File: src/hdl/cts_pkg.sv
// ----------------------------------------------------------------------------
// cts_pkg
// Shared types, constants and lookup functions for the C subset token scanner.
// ----------------------------------------------------------------------------
package cts_pkg;

  // Longest token length that is counted before the length saturates.
  localparam int MAX_TOKEN_LEN = 255;
  localparam int LEN_W = $clog2(MAX_TOKEN_LEN + 1);

  // Number of keywords that take part in matching, at most the table size.
  localparam int KEYWORD_COUNT = 15;
  localparam int KW_TABLE_SIZE = 15;
  localparam int KW_USED = (KEYWORD_COUNT < KW_TABLE_SIZE) ? KEYWORD_COUNT : KW_TABLE_SIZE;

  // Leading characters of a word that are kept for keyword matching.
  localparam int PREFIX_DEPTH = 8;
  localparam int PFX_IDX_W = $clog2(PREFIX_DEPTH);

  // Output queue depth; an item can push two records at once.
  localparam int QDEPTH = 4;
  localparam int QPTR_W = $clog2(QDEPTH);
  localparam int QCNT_W = $clog2(QDEPTH + 1);

  typedef enum logic [1:0] {
    MODE_IDLE = 2'd0,
    MODE_WORD = 2'd1,
    MODE_NUM  = 2'd2
  } scan_mode_t;

  typedef enum logic [2:0] {
    KIND_KEYWORD    = 3'd0,
    KIND_IDENTIFIER = 3'd1,
    KIND_INTEGER    = 3'd2,
    KIND_SEPARATOR  = 3'd3,
    KIND_OPERATOR   = 3'd4
  } token_kind_t;

  typedef struct packed {
    logic [7:0] char_in;
    logic       end_of_input;
  } byte_item_t;

  typedef struct packed {
    token_kind_t token_kind;
    logic [3:0]  token_index;
    logic [7:0]  token_length;
    logic        length_saturated;
    logic        last_of_run;
  } token_item_t;

  // Records produced by one accepted item, in output order.
  typedef struct packed {
    logic [1:0]  count;
    token_item_t first;
    token_item_t second;
  } cts_push_t;

  // Scanner state exposed for checking.
  typedef struct packed {
    scan_mode_t       mode;
    logic [LEN_W-1:0] len;
  } cts_scan_status_t;

  typedef struct packed {
    logic       hit;
    logic [3:0] index;
  } kw_result_t;

  typedef logic [PREFIX_DEPTH-1:0][7:0] prefix_t;

  // Keyword text, left aligned: character j sits at bits [63-8j -: 8].
  localparam logic [63:0] KW_TEXT [KW_TABLE_SIZE] = '{
    {"const", 24'h0}, {"int", 40'h0}, {"char", 32'h0}, {"void", 32'h0},
    {"main", 32'h0}, {"if", 48'h0}, {"else", 32'h0}, {"switch", 16'h0},
    {"case", 32'h0}, {"default", 8'h0}, {"while", 24'h0}, {"for", 40'h0},
    {"scanf", 24'h0}, {"printf", 16'h0}, {"return", 16'h0}
  };

  localparam int KW_LEN [KW_TABLE_SIZE] = '{5, 3, 4, 4, 4, 2, 4, 6, 4, 7, 5, 3, 5, 6, 6};

  localparam logic [7:0] SEP_CHARS [8] = '{";", ",", "{", "}", "[", "]", "(", ")"};
  localparam logic [7:0] OP_CHARS  [8] = '{"+", "-", "*", "/", ">", "<", "=", "!"};

  // Letter or underscore.
  function automatic logic is_alpha(input logic [7:0] c);
    return (c >= "a" && c <= "z") || (c >= "A" && c <= "Z") || c == "_";
  endfunction

  function automatic logic is_digit(input logic [7:0] c);
    return c >= "0" && c <= "9";
  endfunction

  // Parallel compare of the stored prefix against every keyword; the lowest
  // matching table entry wins.
  function automatic kw_result_t kw_lookup(input prefix_t pfx, input logic [LEN_W-1:0] len,
                                           input logic ovf);
    kw_result_t res;
    logic       same;
    res.hit   = 1'b0;
    res.index = '0;
    for (int i = KW_USED - 1; i >= 0; i--) begin
      same = !ovf && (len == LEN_W'(KW_LEN[i]));
      for (int j = 0; j < PREFIX_DEPTH; j++) begin
        if (j < KW_LEN[i]) begin
          same = same && (pfx[j] == KW_TEXT[i][63-8*j -: 8]);
        end
      end
      if (same) begin
        res.hit   = 1'b1;
        res.index = 4'(i);
      end
    end
    return res;
  endfunction

endpackage

File: src/hdl/cts_scanner.sv
// ----------------------------------------------------------------------------
// cts_scanner
// Holds the pending token and turns one source byte into up to two records.
// ----------------------------------------------------------------------------
module cts_scanner (
  input  logic                      clk,
  input  logic                      rst,
  input  logic                      take,
  input  cts_pkg::byte_item_t       item,
  output cts_pkg::cts_push_t        push,
  output cts_pkg::cts_scan_status_t status
);

  cts_pkg::scan_mode_t           mode, mode_next;
  logic [cts_pkg::LEN_W-1:0]     len, len_next;
  logic                          ovf, ovf_next;
  cts_pkg::prefix_t              word_prefix;
  logic                          pfx_we;
  logic [cts_pkg::PFX_IDX_W-1:0] pfx_addr;

  logic                          c_alpha, c_digit, eoi, cont;
  logic                          have_flush, have_single;
  cts_pkg::kw_result_t           kw;
  cts_pkg::token_item_t          flush_rec, single_rec;

  assign eoi     = item.end_of_input;
  assign c_alpha = cts_pkg::is_alpha(item.char_in);
  assign c_digit = cts_pkg::is_digit(item.char_in);

  // The byte extends the pending word or number.
  assign cont = !eoi && ((mode == cts_pkg::MODE_WORD && (c_alpha || c_digit)) ||
                         (mode == cts_pkg::MODE_NUM && c_digit));

  assign kw = cts_pkg::kw_lookup(word_prefix, len, ovf);

  // Next state of the pending token and the prefix write.
  always_comb begin
    mode_next = mode;
    len_next  = len;
    ovf_next  = ovf;
    pfx_we    = 1'b0;
    pfx_addr  = '0;
    if (cont) begin
      if (len < cts_pkg::LEN_W'(cts_pkg::MAX_TOKEN_LEN)) begin
        pfx_we   = (len < cts_pkg::LEN_W'(cts_pkg::PREFIX_DEPTH));
        pfx_addr = len[cts_pkg::PFX_IDX_W-1:0];
        len_next = len + 1'b1;
      end else begin
        ovf_next = 1'b1;
      end
    end else if (!eoi && (c_alpha || c_digit)) begin
      mode_next = c_alpha ? cts_pkg::MODE_WORD : cts_pkg::MODE_NUM;
      len_next  = cts_pkg::LEN_W'(1);
      ovf_next  = 1'b0;
      pfx_we    = 1'b1;
    end else begin
      mode_next = cts_pkg::MODE_IDLE;
      len_next  = '0;
      ovf_next  = 1'b0;
    end
  end

  // Records: the flushed pending token first, then a one-character token.
  always_comb begin
    have_flush = (mode != cts_pkg::MODE_IDLE) && !cont;

    flush_rec.token_index      = '0;
    flush_rec.token_length     = 8'(len);
    flush_rec.length_saturated = ovf;
    flush_rec.last_of_run      = 1'b0;
    if (mode == cts_pkg::MODE_WORD) begin
      flush_rec.token_kind = kw.hit ? cts_pkg::KIND_KEYWORD : cts_pkg::KIND_IDENTIFIER;
      if (kw.hit) begin
        flush_rec.token_index = kw.index;
      end
    end else begin
      flush_rec.token_kind = cts_pkg::KIND_INTEGER;
    end

    have_single                 = 1'b0;
    single_rec.token_kind       = cts_pkg::KIND_SEPARATOR;
    single_rec.token_index      = '0;
    single_rec.token_length     = 8'd1;
    single_rec.length_saturated = 1'b0;
    single_rec.last_of_run      = 1'b1;
    for (int i = 0; i < 8; i++) begin
      if (item.char_in == cts_pkg::SEP_CHARS[i]) begin
        have_single            = 1'b1;
        single_rec.token_kind  = cts_pkg::KIND_SEPARATOR;
        single_rec.token_index = 4'(i);
      end
      if (item.char_in == cts_pkg::OP_CHARS[i]) begin
        have_single            = 1'b1;
        single_rec.token_kind  = cts_pkg::KIND_OPERATOR;
        single_rec.token_index = 4'(i);
      end
    end
    have_single = have_single && !eoi;

    push.count  = {1'b0, have_flush} + {1'b0, have_single};
    push.second = single_rec;
    if (have_flush) begin
      push.first             = flush_rec;
      push.first.last_of_run = !have_single;
    end else begin
      push.first = single_rec;
    end
  end

  // Control state.
  always_ff @(posedge clk) begin
    if (rst) begin
      mode <= cts_pkg::MODE_IDLE;
      len  <= '0;
      ovf  <= 1'b0;
    end else if (take) begin
      mode <= mode_next;
      len  <= len_next;
      ovf  <= ovf_next;
    end
  end

  // Word prefix; entries are only read after they were written.
  always_ff @(posedge clk) begin
    if (take && pfx_we) begin
      word_prefix[pfx_addr] <= item.char_in;
    end
  end

  assign status.mode = mode;
  assign status.len  = len;

endmodule

File: src/hdl/cts_out_queue.sv
// ----------------------------------------------------------------------------
// cts_out_queue
// Small record queue that takes up to two records a cycle and gives one while stall is low.
// ----------------------------------------------------------------------------
module cts_out_queue (
  input  logic                        clk,
  input  logic                        rst,
  input  logic                        push_en,
  input  cts_pkg::cts_push_t          push,
  output logic                        room,
  output logic [cts_pkg::QCNT_W-1:0]  level,
  output logic                        valid,
  input  logic                        stall,
  output cts_pkg::token_item_t        item
);

  cts_pkg::token_item_t          entries [cts_pkg::QDEPTH];
  logic [cts_pkg::QPTR_W-1:0]    wr_ptr, wr_ptr_next, rd_ptr;
  logic [cts_pkg::QCNT_W-1:0]    count, count_next;
  logic [1:0]                    n_push;
  logic                          pop;

  assign n_push      = push_en ? push.count : 2'd0;
  assign pop         = valid && !stall;
  assign count_next  = count + cts_pkg::QCNT_W'(n_push) - cts_pkg::QCNT_W'(pop);
  assign wr_ptr_next = wr_ptr + 1'b1;

  // Pointers and occupancy.
  always_ff @(posedge clk) begin
    if (rst) begin
      wr_ptr <= '0;
      rd_ptr <= '0;
      count  <= '0;
    end else begin
      wr_ptr <= wr_ptr + cts_pkg::QPTR_W'(n_push);
      rd_ptr <= rd_ptr + cts_pkg::QPTR_W'(pop);
      count  <= count_next;
    end
  end

  // Record storage.
  always_ff @(posedge clk) begin
    if (n_push != 2'd0) begin
      entries[wr_ptr] <= push.first;
    end
    if (n_push == 2'd2) begin
      entries[wr_ptr_next] <= push.second;
    end
  end

  assign room  = (count <= cts_pkg::QCNT_W'(cts_pkg::QDEPTH - 2));
  assign level = count;
  assign valid = (count != '0);
  assign item  = entries[rd_ptr];

endmodule

File: src/hdl/c_subset_token_scanner_core.sv
// ----------------------------------------------------------------------------
// c_subset_token_scanner_core
// Scans C subset source bytes and emits keyword, identifier, integer,
// separator and operator token records.
//
//   Channel  Handshake                      Payload
//   bytes    byte_valid / byte_stall        byte_item  (char_in, end_of_input)
//   tokens   token_valid / token_stall      token_item (kind, index, length, flags)
//
// One byte is accepted per cycle while byte_stall is low; its records are registered in the queue.
// A four-entry record queue decouples the sides; byte_stall rises while fewer
// than two entries are free. Reset (rst, synchronous) leaves the scanner idle
// and the queue empty.
// ----------------------------------------------------------------------------
module c_subset_token_scanner_core (
  input  logic                 clk,
  input  logic                 rst,
  input  logic                 byte_valid,
  output logic                 byte_stall,
  input  cts_pkg::byte_item_t  byte_item,
  output logic                 token_valid,
  input  logic                 token_stall,
  output cts_pkg::token_item_t token_item
);

  logic                        take;
  logic                        room;
  logic [cts_pkg::QCNT_W-1:0]  level;
  cts_pkg::cts_push_t          push;
  cts_pkg::cts_scan_status_t   status;

  assign byte_stall = !room;
  assign take       = byte_valid && room;

  // Token recognition.
  cts_scanner u_scanner (
    .clk    (clk),
    .rst    (rst),
    .take   (take),
    .item   (byte_item),
    .push   (push),
    .status (status)
  );

  // Record queue toward the token channel.
  cts_out_queue u_queue (
    .clk     (clk),
    .rst     (rst),
    .push_en (take),
    .push    (push),
    .room    (room),
    .level   (level),
    .valid   (token_valid),
    .stall   (token_stall),
    .item    (token_item)
  );

  // The queue never holds more records than it has entries.
  a_level_bound: assert property (@(posedge clk) disable iff (rst)
    level <= cts_pkg::QCNT_W'(cts_pkg::QDEPTH))
    else $error("record queue overfilled");

  // A pending length exists exactly while a word or number is pending.
  a_len_mode: assert property (@(posedge clk) disable iff (rst)
    (status.mode == cts_pkg::MODE_IDLE) == (status.len == '0))
    else $error("pending length disagrees with scan mode");

  // End of input always leaves the scanner idle.
  a_eoi_idle: assert property (@(posedge clk) disable iff (rst)
    take && byte_item.end_of_input |=> status.mode == cts_pkg::MODE_IDLE)
    else $error("scanner not idle after end of input");

  // One-character tokens carry a length of one and no saturation.
  a_single_len: assert property (@(posedge clk) disable iff (rst)
    token_valid && (token_item.token_kind == cts_pkg::KIND_SEPARATOR ||
                    token_item.token_kind == cts_pkg::KIND_OPERATOR)
    |-> token_item.token_length == 8'd1 && !token_item.length_saturated)
    else $error("bad single character token record");

endmodule

File: config.mk
export PLATFORM = sky130hd
export DESIGN_NAME = c_subset_token_scanner_core
export DESIGN_NICKNAME = d
export VERILOG_FILES = /design/src/hdl/cts_pkg.sv /design/src/hdl/cts_scanner.sv /design/src/hdl/cts_out_queue.sv /design/src/hdl/c_subset_token_scanner_core.sv
export SDC_FILE = /design/constraint.sdc
export NUM_CORES = 1
export LEC_CHECK = 0
export BUFFER_PORTS_ARGS = -buffer_cell sky130_fd_sc_hd__buf_2
export CORE_MARGIN = 4
export CORE_UTILIZATION = 30
export DETAILED_ROUTE_END_ITERATION = 10
export GPL_TIMING_DRIVEN = 0
export PLACE_DENSITY = 0.46
export SLEW_MARGIN = 20
export SYNTH_ARGS = -nofsm -noshare
export SYNTH_HDL_FRONTEND = slang
export SYNTH_SLANG_ARGS = --single-unit
File: constraint.sdc
create_clock -name clk -period 6.2 [get_ports clk]
set_input_delay 0.31 -clock clk [delete_from_list [all_inputs] [get_ports clk]]
set_output_delay 0.31 -clock clk [all_outputs]
set_load 0.02 [all_outputs]
Yosys cells after proc, flatten, opt, wreduce, memory -nomap -nowiden:

Memory sizes are Yosys's and may differ from the RTL's. A register that Yosys moved wholly into a read port is not among the register bits.
Index checks and enable logic that the tools add are counted.

* memory bits (writable): 68
* register bits: 82
* word-level logic and storage cells: 284
* memories kept: 1

* muxes and demuxes: 72
* magnitude comparators: 11
* equal/unequal tests: 76
* reduce and logical (&&, ||, !) cells: 102
* add/subtract/negate cells: 7
* bitwise logic cells: 1

Memory list
* u_queue.entries: depth 4, width 17, read ports 1, clocked after memory_dff 1, write ports 2, RTL line cts_out_queue.sv:17 `cts_pkg::token_item_t entries [cts_pkg::QDEPTH];`

Operator list (count)
* $eq A8 B7 Y1 const B: 53
* $mux W7: 15
* $eq A8 B6 Y1 const B: 12
* $logic_and A1 B1 Y1: 86
* $mux W5: 15
* $bwmux W64: 1
* $eq A8 B3 Y1 const B: 4
* $mux W1: 27
* $demux W8 S3: 1
* $mux W8: 3
* $mux W17: 1
* $eq A8 B2 Y1 const B: 2
* $ge A8 B7 Y1 const B: 2
* $le A8 B7 Y1 const B: 2
* $mux W3: 3
* $add A8 B1 Y8 const B: 1
* $ge A8 B6 Y1 const B: 1
* $le A8 B6 Y1 const B: 1
* $lt A8 B4 Y1 const B: 1
* $lt A8 B8 Y1 const B: 1
* $mux W2: 4
* $mux W4: 2
* $logic_not A1 Y1: 6
* $reduce_and A2 Y1: 3
* 16 further kinds: 22

Logic depth before layout (Yosys ltp):

Gate-level depths: netlist of run 1.

* word-level depth: 26
* gate-level depth with buffers: 16
* mapped depth without buffers: 13

Modules after synthesis:

From an unflattened synthesis of run 1, not the netlist that was laid out.

* cells, all modules: 609
* area total of the unflattened synthesis: 7793.7 µm²

By module, submodules not included
* cts_scanner: sequential area each 1901.8 µm², times used 1, cells an instance 389, area an instance 3960.0 µm²
* cts_out_queue: sequential area each 2182.1 µm², times used 1, cells an instance 218, area an instance 3823.7 µm²
* c_subset_token_scanner_core: sequential area each 0.0 µm², times used 1, cells an instance 2, area an instance 10.0 µm²

Least setup slack after synthesis of run 1:

No wires, ideal clock.

* path type: in2reg
* start: in byte_item[4] (netlist name)
* end: mem u_queue.entries[1][11] (netlist name), data pin
* arrival time: 3.418 ns
* stages: 16
* data required time: 5.929 ns
* path slack: 2.512 ns
* library setup time: 0.271 ns
* path through: buf_6 > or3_4 > o311a_4 > a21boi_4 > or3_1 > nor2b_1 > clkbuf_2 > buf_2 > ha_1 > clkbuf_1 > o21ai_0 > or2_2 > clkbuf_1 > nor2b_1 > a21oi_1 > o22ai_1

RTL lines
* start, declared: RTL line c_subset_token_scanner_core.sv:20 `input cts_pkg::byte_item_t byte_item,`
* end, declared: RTL line cts_out_queue.sv:17

==> results of run 1 <==
[per-stage QoR]
| step | cells | cell area (um2) |
|---|---|---|
| after floorplan | 658 | 7100 |
| after global placement | 1007 | 7650 |
| after detailed placement | 1013 | 7730 |
| after CTS | 1045 | 8310 |
| after global routing | 1045 | 8310 |
| final | 1045 | 8310 |
[registers in the layout (all words and copies together), names as in the netlist]
| register | count |
|---|---|
| u_queue.level | 3 |
| u_scanner.word_prefix | 56 |
| u_queue.rd_ptr | 2 |
| u_queue.entries | 68 |
| u_queue.wr_ptr | 2 |
| u_scanner.ovf | 1 |
| u_scanner.len | 8 |
| u_scanner.mode | 2 |
[logic make-up (layout without fill, tap and decap cells)]
logic type                 after synthesis  in the layout  synth area share
and+or+nand+nor                        292            292             0.247
DFF                                    142            142             0.513
AOI/OAI and AO/OA                      130            130             0.120
buffers and inverters                   54            122            0.0308
muxes                                   17             17            0.0539
xor gates and xnor gates                12             12            0.0148
adders and majority gates               11             11            0.0204
[final timing paths]
| check | end | start | depth (start not counted) | slack (ns) |
|---|---|---|---|---|
| min | u_queue.wr_ptr[0] | rst | 2 | 0.11 |
| max reg2reg | u_queue.entries[1][11] | u_scanner.mode[1] | 13 | 1.96 |
| max | u_queue.entries[1][11] | byte_item[3] | 17 | 1.57 |
| min reg2reg | u_queue.entries[3][0] | u_queue.entries[3][0] | 1 | 0.47 |
[cell usage in the layout (no fill, tap or decap), types with 5 or more instances in the layout]
cell type | netlist | layout
nand3_1 | 42 | 42
o21ai_0 | 44 | 44
o22ai_1 | 23 | 23
nor2_1 | 37 | 37
xnor2_1 | 9 | 9
clkbuf_1 | 31 | 32
nand2b_1 | 7 | 7
ha_1 | 10 | 10
or3_1 | 11 | 11
clkbuf_16 | 0 | 18
nor2b_1 | 15 | 15
and2_1 | 7 | 7
dfxtp_1 | 62 | 62
edfxtp_1 | 80 | 80
nor4b_1 | 11 | 9
nor4_1 | 20 | 17
nand2_1 | 47 | 47
nor4bb_1 | 8 | 8
o21a_1 | 6 | 6
inv_1 | 15 | 15
nand4_1 | 11 | 11
buf_2 | 3 | 37
nand4b_1 | 7 | 7
nor3_1 | 9 | 7
and3_1 | 5 | 5
nand3b_1 | 14 | 14
or2_2 | 7 | 7
clkinv_4 | 0 | 6
a21oi_1 | 17 | 17
mux4_2 | 17 | 17
nor3b_1 | 6 | 6
[cell type report]
class	instances	area [um2]	share of cell area
Buffer	39	163	0.0196
Clock buffer	19	454	0.0546
Clock inverter	13	130	0.0157
Inverter	15	56.3	0.00677
Multi-Input combinational cell	462	3280	0.395
Sequential cell	142	3640	0.438
Tap cell	319	399	0.0480
Timing Repair Buffer	36	185	0.0223
[critical path, cell delays in order]
cell	delay, ns
buf_2	0.25
buf_1	0.39
nand4b_1	0.14
nand4b_1	0.23
a21boi_4	0.09
or3_1	0.39
nor2b_1	0.16
clkbuf_2	0.17
buf_2	0.22
ha_1	0.28
clkbuf_1	0.21
o21ai_0	0.54
or2_2	0.21
clkbuf_1	0.38
nor2b_1	0.13
a21oi_1	0.45
o22ai_1	0.18
[routing by layer]
layer | vias to the layer above | share of wire | wire length, um | global-route usage
li1 | 2641 | - | - | -
met1 | 2832 | 0.46 | 9780 | 0.232
met2 | 191 | 0.46 | 9840 | 0.257
met3 | 27 | 0.055 | 1170 | 0.0297
met4 | 0 | 0.021 | 451 | 0.0511
met5 | - | 0 | 0 | 0
[power groups by stage]
stage          Sequential (mW)  Clock, mW  Combinational [mW]
2_1_floorplan             1.05          0               0.225
3_3_place_gp              1.05          0               0.314
3_5_place_dp              1.06          0               0.320
4_1_cts                   1.03       1.02               0.322
5_1_grt                   1.04       1.07               0.349
6_report                  1.04       1.01               0.319
==> metrics.yaml, run 1 <==
hold_path:
  worstHoldPathType: "primary input to flop"
yosys:
  synth_most_common_cell: "edfxtp_1"
  yosysWarnings: 0
  synth-edff-count: 80
  synth_area_leaders: "edfxtp_1, dfxtp_1, mux4_2"
  yosysTopAreaCellShare: 0.338
  yosys.cell_types.count: 74
  yosysTopAreaCell: "edfxtp_1"
  synthArstFlopShare: 0
  synth_fp_nets: 682
  postSynthAreaPerCell_um2: 10.8
  netlist_top_cells_count: "edfxtp_1, dfxtp_1, nand2_1"
  synthCells: 658
  netlist_area_um2: 7100
  ys_seq_area_frac: 0.513
  synth_seq_cells: 142
  ys.flop_type: "edfxtp_1"
run_status:
  status: "completed"
floorplanning:
  fp.coreArea_um2: 23400
  ioPinCount: 32
  dieArea_um2: 26200
  die_y_um: 162
  rows: 56
  start_util: 0.304
  die_x_um: 162
power_and_ir_drop:
  peakVddDrop_mv: 0.152
  p_per_area_nw_per_um2: 284
  intPower_mw: 1.73
  comb_power_share: 0.135
  clockPowerShare: 0.427
  p_seq_frac: 0.438
  cellLeakagePower_nw: 2.69
  power_mw: 2.36
  p_switching_mw: 0.633
  swShare: 0.268
clock_network:
  htree_levels: 4
  path_clk_slew_ns: 0.06
  post_cts_buffers: 0
  cts_tree: "done"
  holdBufCountCts: 0
  cts_buffers: 17
  clock_path_buffers: 2
  cts_root_buf: "clkbuf_16"
  clk_latency_ns: 0.42
  post_cts_resized: 0
  cts.sinks: 142
cells_and_area:
  nFillCells: 2370
  drive_gt1_frac: 0.174
  final_util: 0.355
  area_growth_pct: 17.0
  nNetsFinal: 737
  n_antenna_cell: 0
timing:
  fmaxAchievable_mhz: 216
  hold_slack_ns: 0.106
  period_needed_ns: 4.63
  maxSlewViolCount: 0
  finalClockSkew_ns: 0.0117
  setup_ws_ns: 1.57
  max_slew_margin: 0.261
  tightest_slew_ns: 1.09
  fin_crit_sh: 0.746
  hold_viol_final: 0
  timing.setup.tns_ns: 0
  rsz0062_at_grt: "false"
  setup_violations: 0
setup_path:
  critical_path_class: "primary input to flop"
  cp_max_fo: 11
  crit_required_ns: 6.33
  worstPathArrival_ns: 4.76
  end_kind: "flop"
  worstSetupStartpointType: "primary input"
grt:
  grt_pass1_wl_um: 33300
  gr-usage-all-layers: 0.164
  grt_max_degree: 17
  antenna_found_initial: 1
  overflow: 0
  first_global_vias: 5645
route:
  drt-pass1-iter-count: 6
  vias: 5691
  route.detailed.vias_per_inst: 5.45
  ant_nets: 0
  wl_per_cell_um: 20.3
  drc_errors: 0
  drt_iter0_drc: 537
  wl_um: 21200
place:
  place.gp.congestion: 0.860
  hpwl_um: 15500
  pre_cts_ws_ns: 1.21
  port_buffers: 30
flow_run:
  maxCapViolCount: 0
(Power assumes the default switching activity.)
==> inputs of run 2 (changes only) <==
==> constraint.sdc (replaced) <==
create_clock -name clk -period 4.8 [get_ports clk]
set_input_delay 0.24 -clock clk [delete_from_list [all_inputs] [get_ports clk]]
set_output_delay 0.24 -clock clk [all_outputs]
set_load 0.02 [all_outputs]
==> run 2 against run 1 <==
Net effect:
- sequential power increased by 29%
- clock skew about the same
- setup slack got worse by 1.2 ns
- wire length about the same
- combinational power increased by 29%
- die area unchanged
- critical endpoint unchanged
- register-to-register slack got worse by 1.2 ns
==> metrics.yaml, run 2 (synthesis gave the netlist of run 1 again) <==
timing:
  finalClockSkew_ns: 0.0113
  fin_crit_sh: 0.915
  maxSlewViolCount: 0
  period_needed_ns: 4.39
  tightest_slew_ns: 1.08
  max_slew_margin: 0.271
  fmaxAchievable_mhz: 228
  setup_ws_ns: 0.409
  setup_violations: 0
  hold_viol_final: 0
  timing.setup.tns_ns: 0
  rsz0062_at_grt: "false"
floorplanning:
  die_x_um: 162
  ioPinCount: 32
  dieArea_um2: 26200
  start_util: 0.304
  fp.coreArea_um2: 23400
  die_y_um: 162
  rows: 56
place:
  placedCellCount: 1013
  port_buffers: 30
  hpwl_um: 15500
  placed_area_um2: 7730
  pre_cts_ws_ns: -0.118
  place.gp.congestion: 0.860
setup_path:
  r2r-end: "u_queue.entries[1][11]"
  cp_max_fo: 11
  worstPathArrival_ns: 4.52
  cp_slowest_cell: "a21oi_1"
  crit_path_max_incr_delay_ns: 0.45
  crit_required_ns: 4.93
  regToRegStartpoint: "u_scanner.mode[1]"
  rrSetupSlack_ns: 0.72
  worstSetupStartpointType: "primary input"
  path_cells: "buf_2, buf_1, nand4b_1, nand4b_1, a21boi_4, or3_1, nor2b_1, clkbuf_2, buf_2, ha_1, clkbuf_1, o21ai_1, or2_2, clkbuf_1, nor2b_1, a21oi_1, o22ai_1"
  critical_path_class: "primary input to flop"
  ff2ff_path_depth: 13
  end_kind: "flop"
route:
  vias: 5677
  wl_per_cell_um: 20.3
  drt_iter0_drc: 552
  wl_um: 21200
  ant_nets: 0
  drt-pass1-iter-count: 7
  drc_errors: 0
  route.detailed.vias_per_inst: 5.43
cells_and_area:
  final_common_cell: "edfxtp_1"
  most-common-layout-cells: "edfxtp_1, dfxtp_1, nand2_1, o21ai_0, nand3_1"
  nFillCells: 2370
  stdcell_area_um2: 8310
  area_growth_pct: 17.0
  drive_gt1_frac: 0.174
  nNetsFinal: 737
  final_cells: 1045
  n_antenna_cell: 0
  largest_reg_flops: 68
  final_util: 0.355
  top_register: "u_queue.entries"
  reg.largest.list: "u_queue.entries (68), u_scanner.word_prefix (56), u_scanner.len (8)"
grt:
  grt_pass1_wl_um: 33300
  gr-usage-all-layers: 0.164
  grt_max_degree: 17
  overflow: 0
  first_global_vias: 5645
  antenna_found_initial: 1
clock_network:
  cts_buffers: 17
  htree_levels: 4
  cts.sinks: 142
  path_clk_slew_ns: 0.06
  cts_tree: "done"
  cts_root_buf: "clkbuf_16"
  clock_path_buffers: 2
  clk_latency_ns: 0.42
  holdBufCountCts: 0
hold_path:
  holdPathStages: 2
  worstHoldPathType: "primary input to flop"
  holdPathEnd: "u_queue.wr_ptr[0]"
  hp-start: "rst"
power_and_ir_drop:
  swShare: 0.268
  intPower_mw: 2.23
  p_per_area_nw_per_um2: 367
  clockPowerShare: 0.426
  cellLeakagePower_nw: 2.69
  comb_power_share: 0.135
  p_seq_frac: 0.438
  p_switching_mw: 0.816
  peakVddDrop_mv: 0.196
flow_run:
  maxCapViolCount: 0
run_status:
  status: "completed"
run 2: cell counts in the layout (fill, tap and decap cells not counted):
No cell type changed its count.
run 2: worst max path at each step:
| stage | start | to | slack [ns] | depth (start not counted) |
|---|---|---|---|---|
| 4_1_cts | byte_item[3] | u_queue.entries[1][11] | 0.30 | 17 |
| 3_5_place_dp | byte_item[3] | u_queue.entries[1][11] | -0.12 | 17 |
| 2_1_floorplan | byte_item[4] | u_queue.entries[1][11] | 1.18 | 16 |
| 5_1_grt | byte_item[3] | u_queue.entries[1][11] | 0.13 | 17 |
| 3_3_place_gp | byte_item[6] | u_queue.entries[1][11] | -0.06 | 16 |
| 6_report | byte_item[3] | u_queue.entries[1][11] | 0.41 | 17 |
run 2: metrics by stage:
stage          hold slack, ns  total power [mW]
3_3_place_gp            0.440              1.77
6_report               0.0372              3.05
5_1_grt                0.0339              3.17
2_1_floorplan           0.312              1.64
3_5_place_dp            0.455              1.78
4_1_cts                0.0284              3.07
run 2: layer usage:
layer | vias up | track usage | wire length [um]
li1 | 2643 | - | -
met1 | 2821 | 0.232 | 9800
met2 | 188 | 0.257 | 9890
met3 | 25 | 0.0297 | 1090
met4 | 0 | 0.0511 | 443
met5 | - | 0 | 0
run 2: layout make-up:
| type | count | area [um2] | share of cell area |
|---|---|---|---|
| clock inverter | 13 | 130 | 0.0157 |
| tap | 319 | 399 | 0.0480 |
| sequential | 142 | 3640 | 0.438 |
| multi-input combinational | 462 | 3280 | 0.395 |
| clock buffer | 19 | 454 | 0.0546 |
| timing repair buffer | 36 | 185 | 0.0223 |
| inverter | 15 | 56.3 | 0.00677 |
| buffer | 39 | 163 | 0.0196 |
run 2: power groups by stage:
stage | Combinational [mW] | Clock (mW) | Sequential, mW
4_1_cts | 0.416 | 1.32 | 1.34
6_report | 0.412 | 1.30 | 1.34
3_3_place_gp | 0.406 | 0 | 1.36
5_1_grt | 0.451 | 1.38 | 1.34
3_5_place_dp | 0.414 | 0 | 1.36
2_1_floorplan | 0.290 | 0 | 1.35
run 2: critical path, delay by kind of cell:
family,cells,cell delay (ns)
buffers and inverters,6,1.62
AND/OR/NAND/NOR,6,1.24
AO/OA/AOI/OAI,4,1.12
adder cells (fa/ha/maj),1,0.28
run 2: repair_timing:
item | in CTS | in global routing
setup buffers | 0 | 0
endpoints found under the setup margin | 0 | 11
resized for setup | 0 | 1
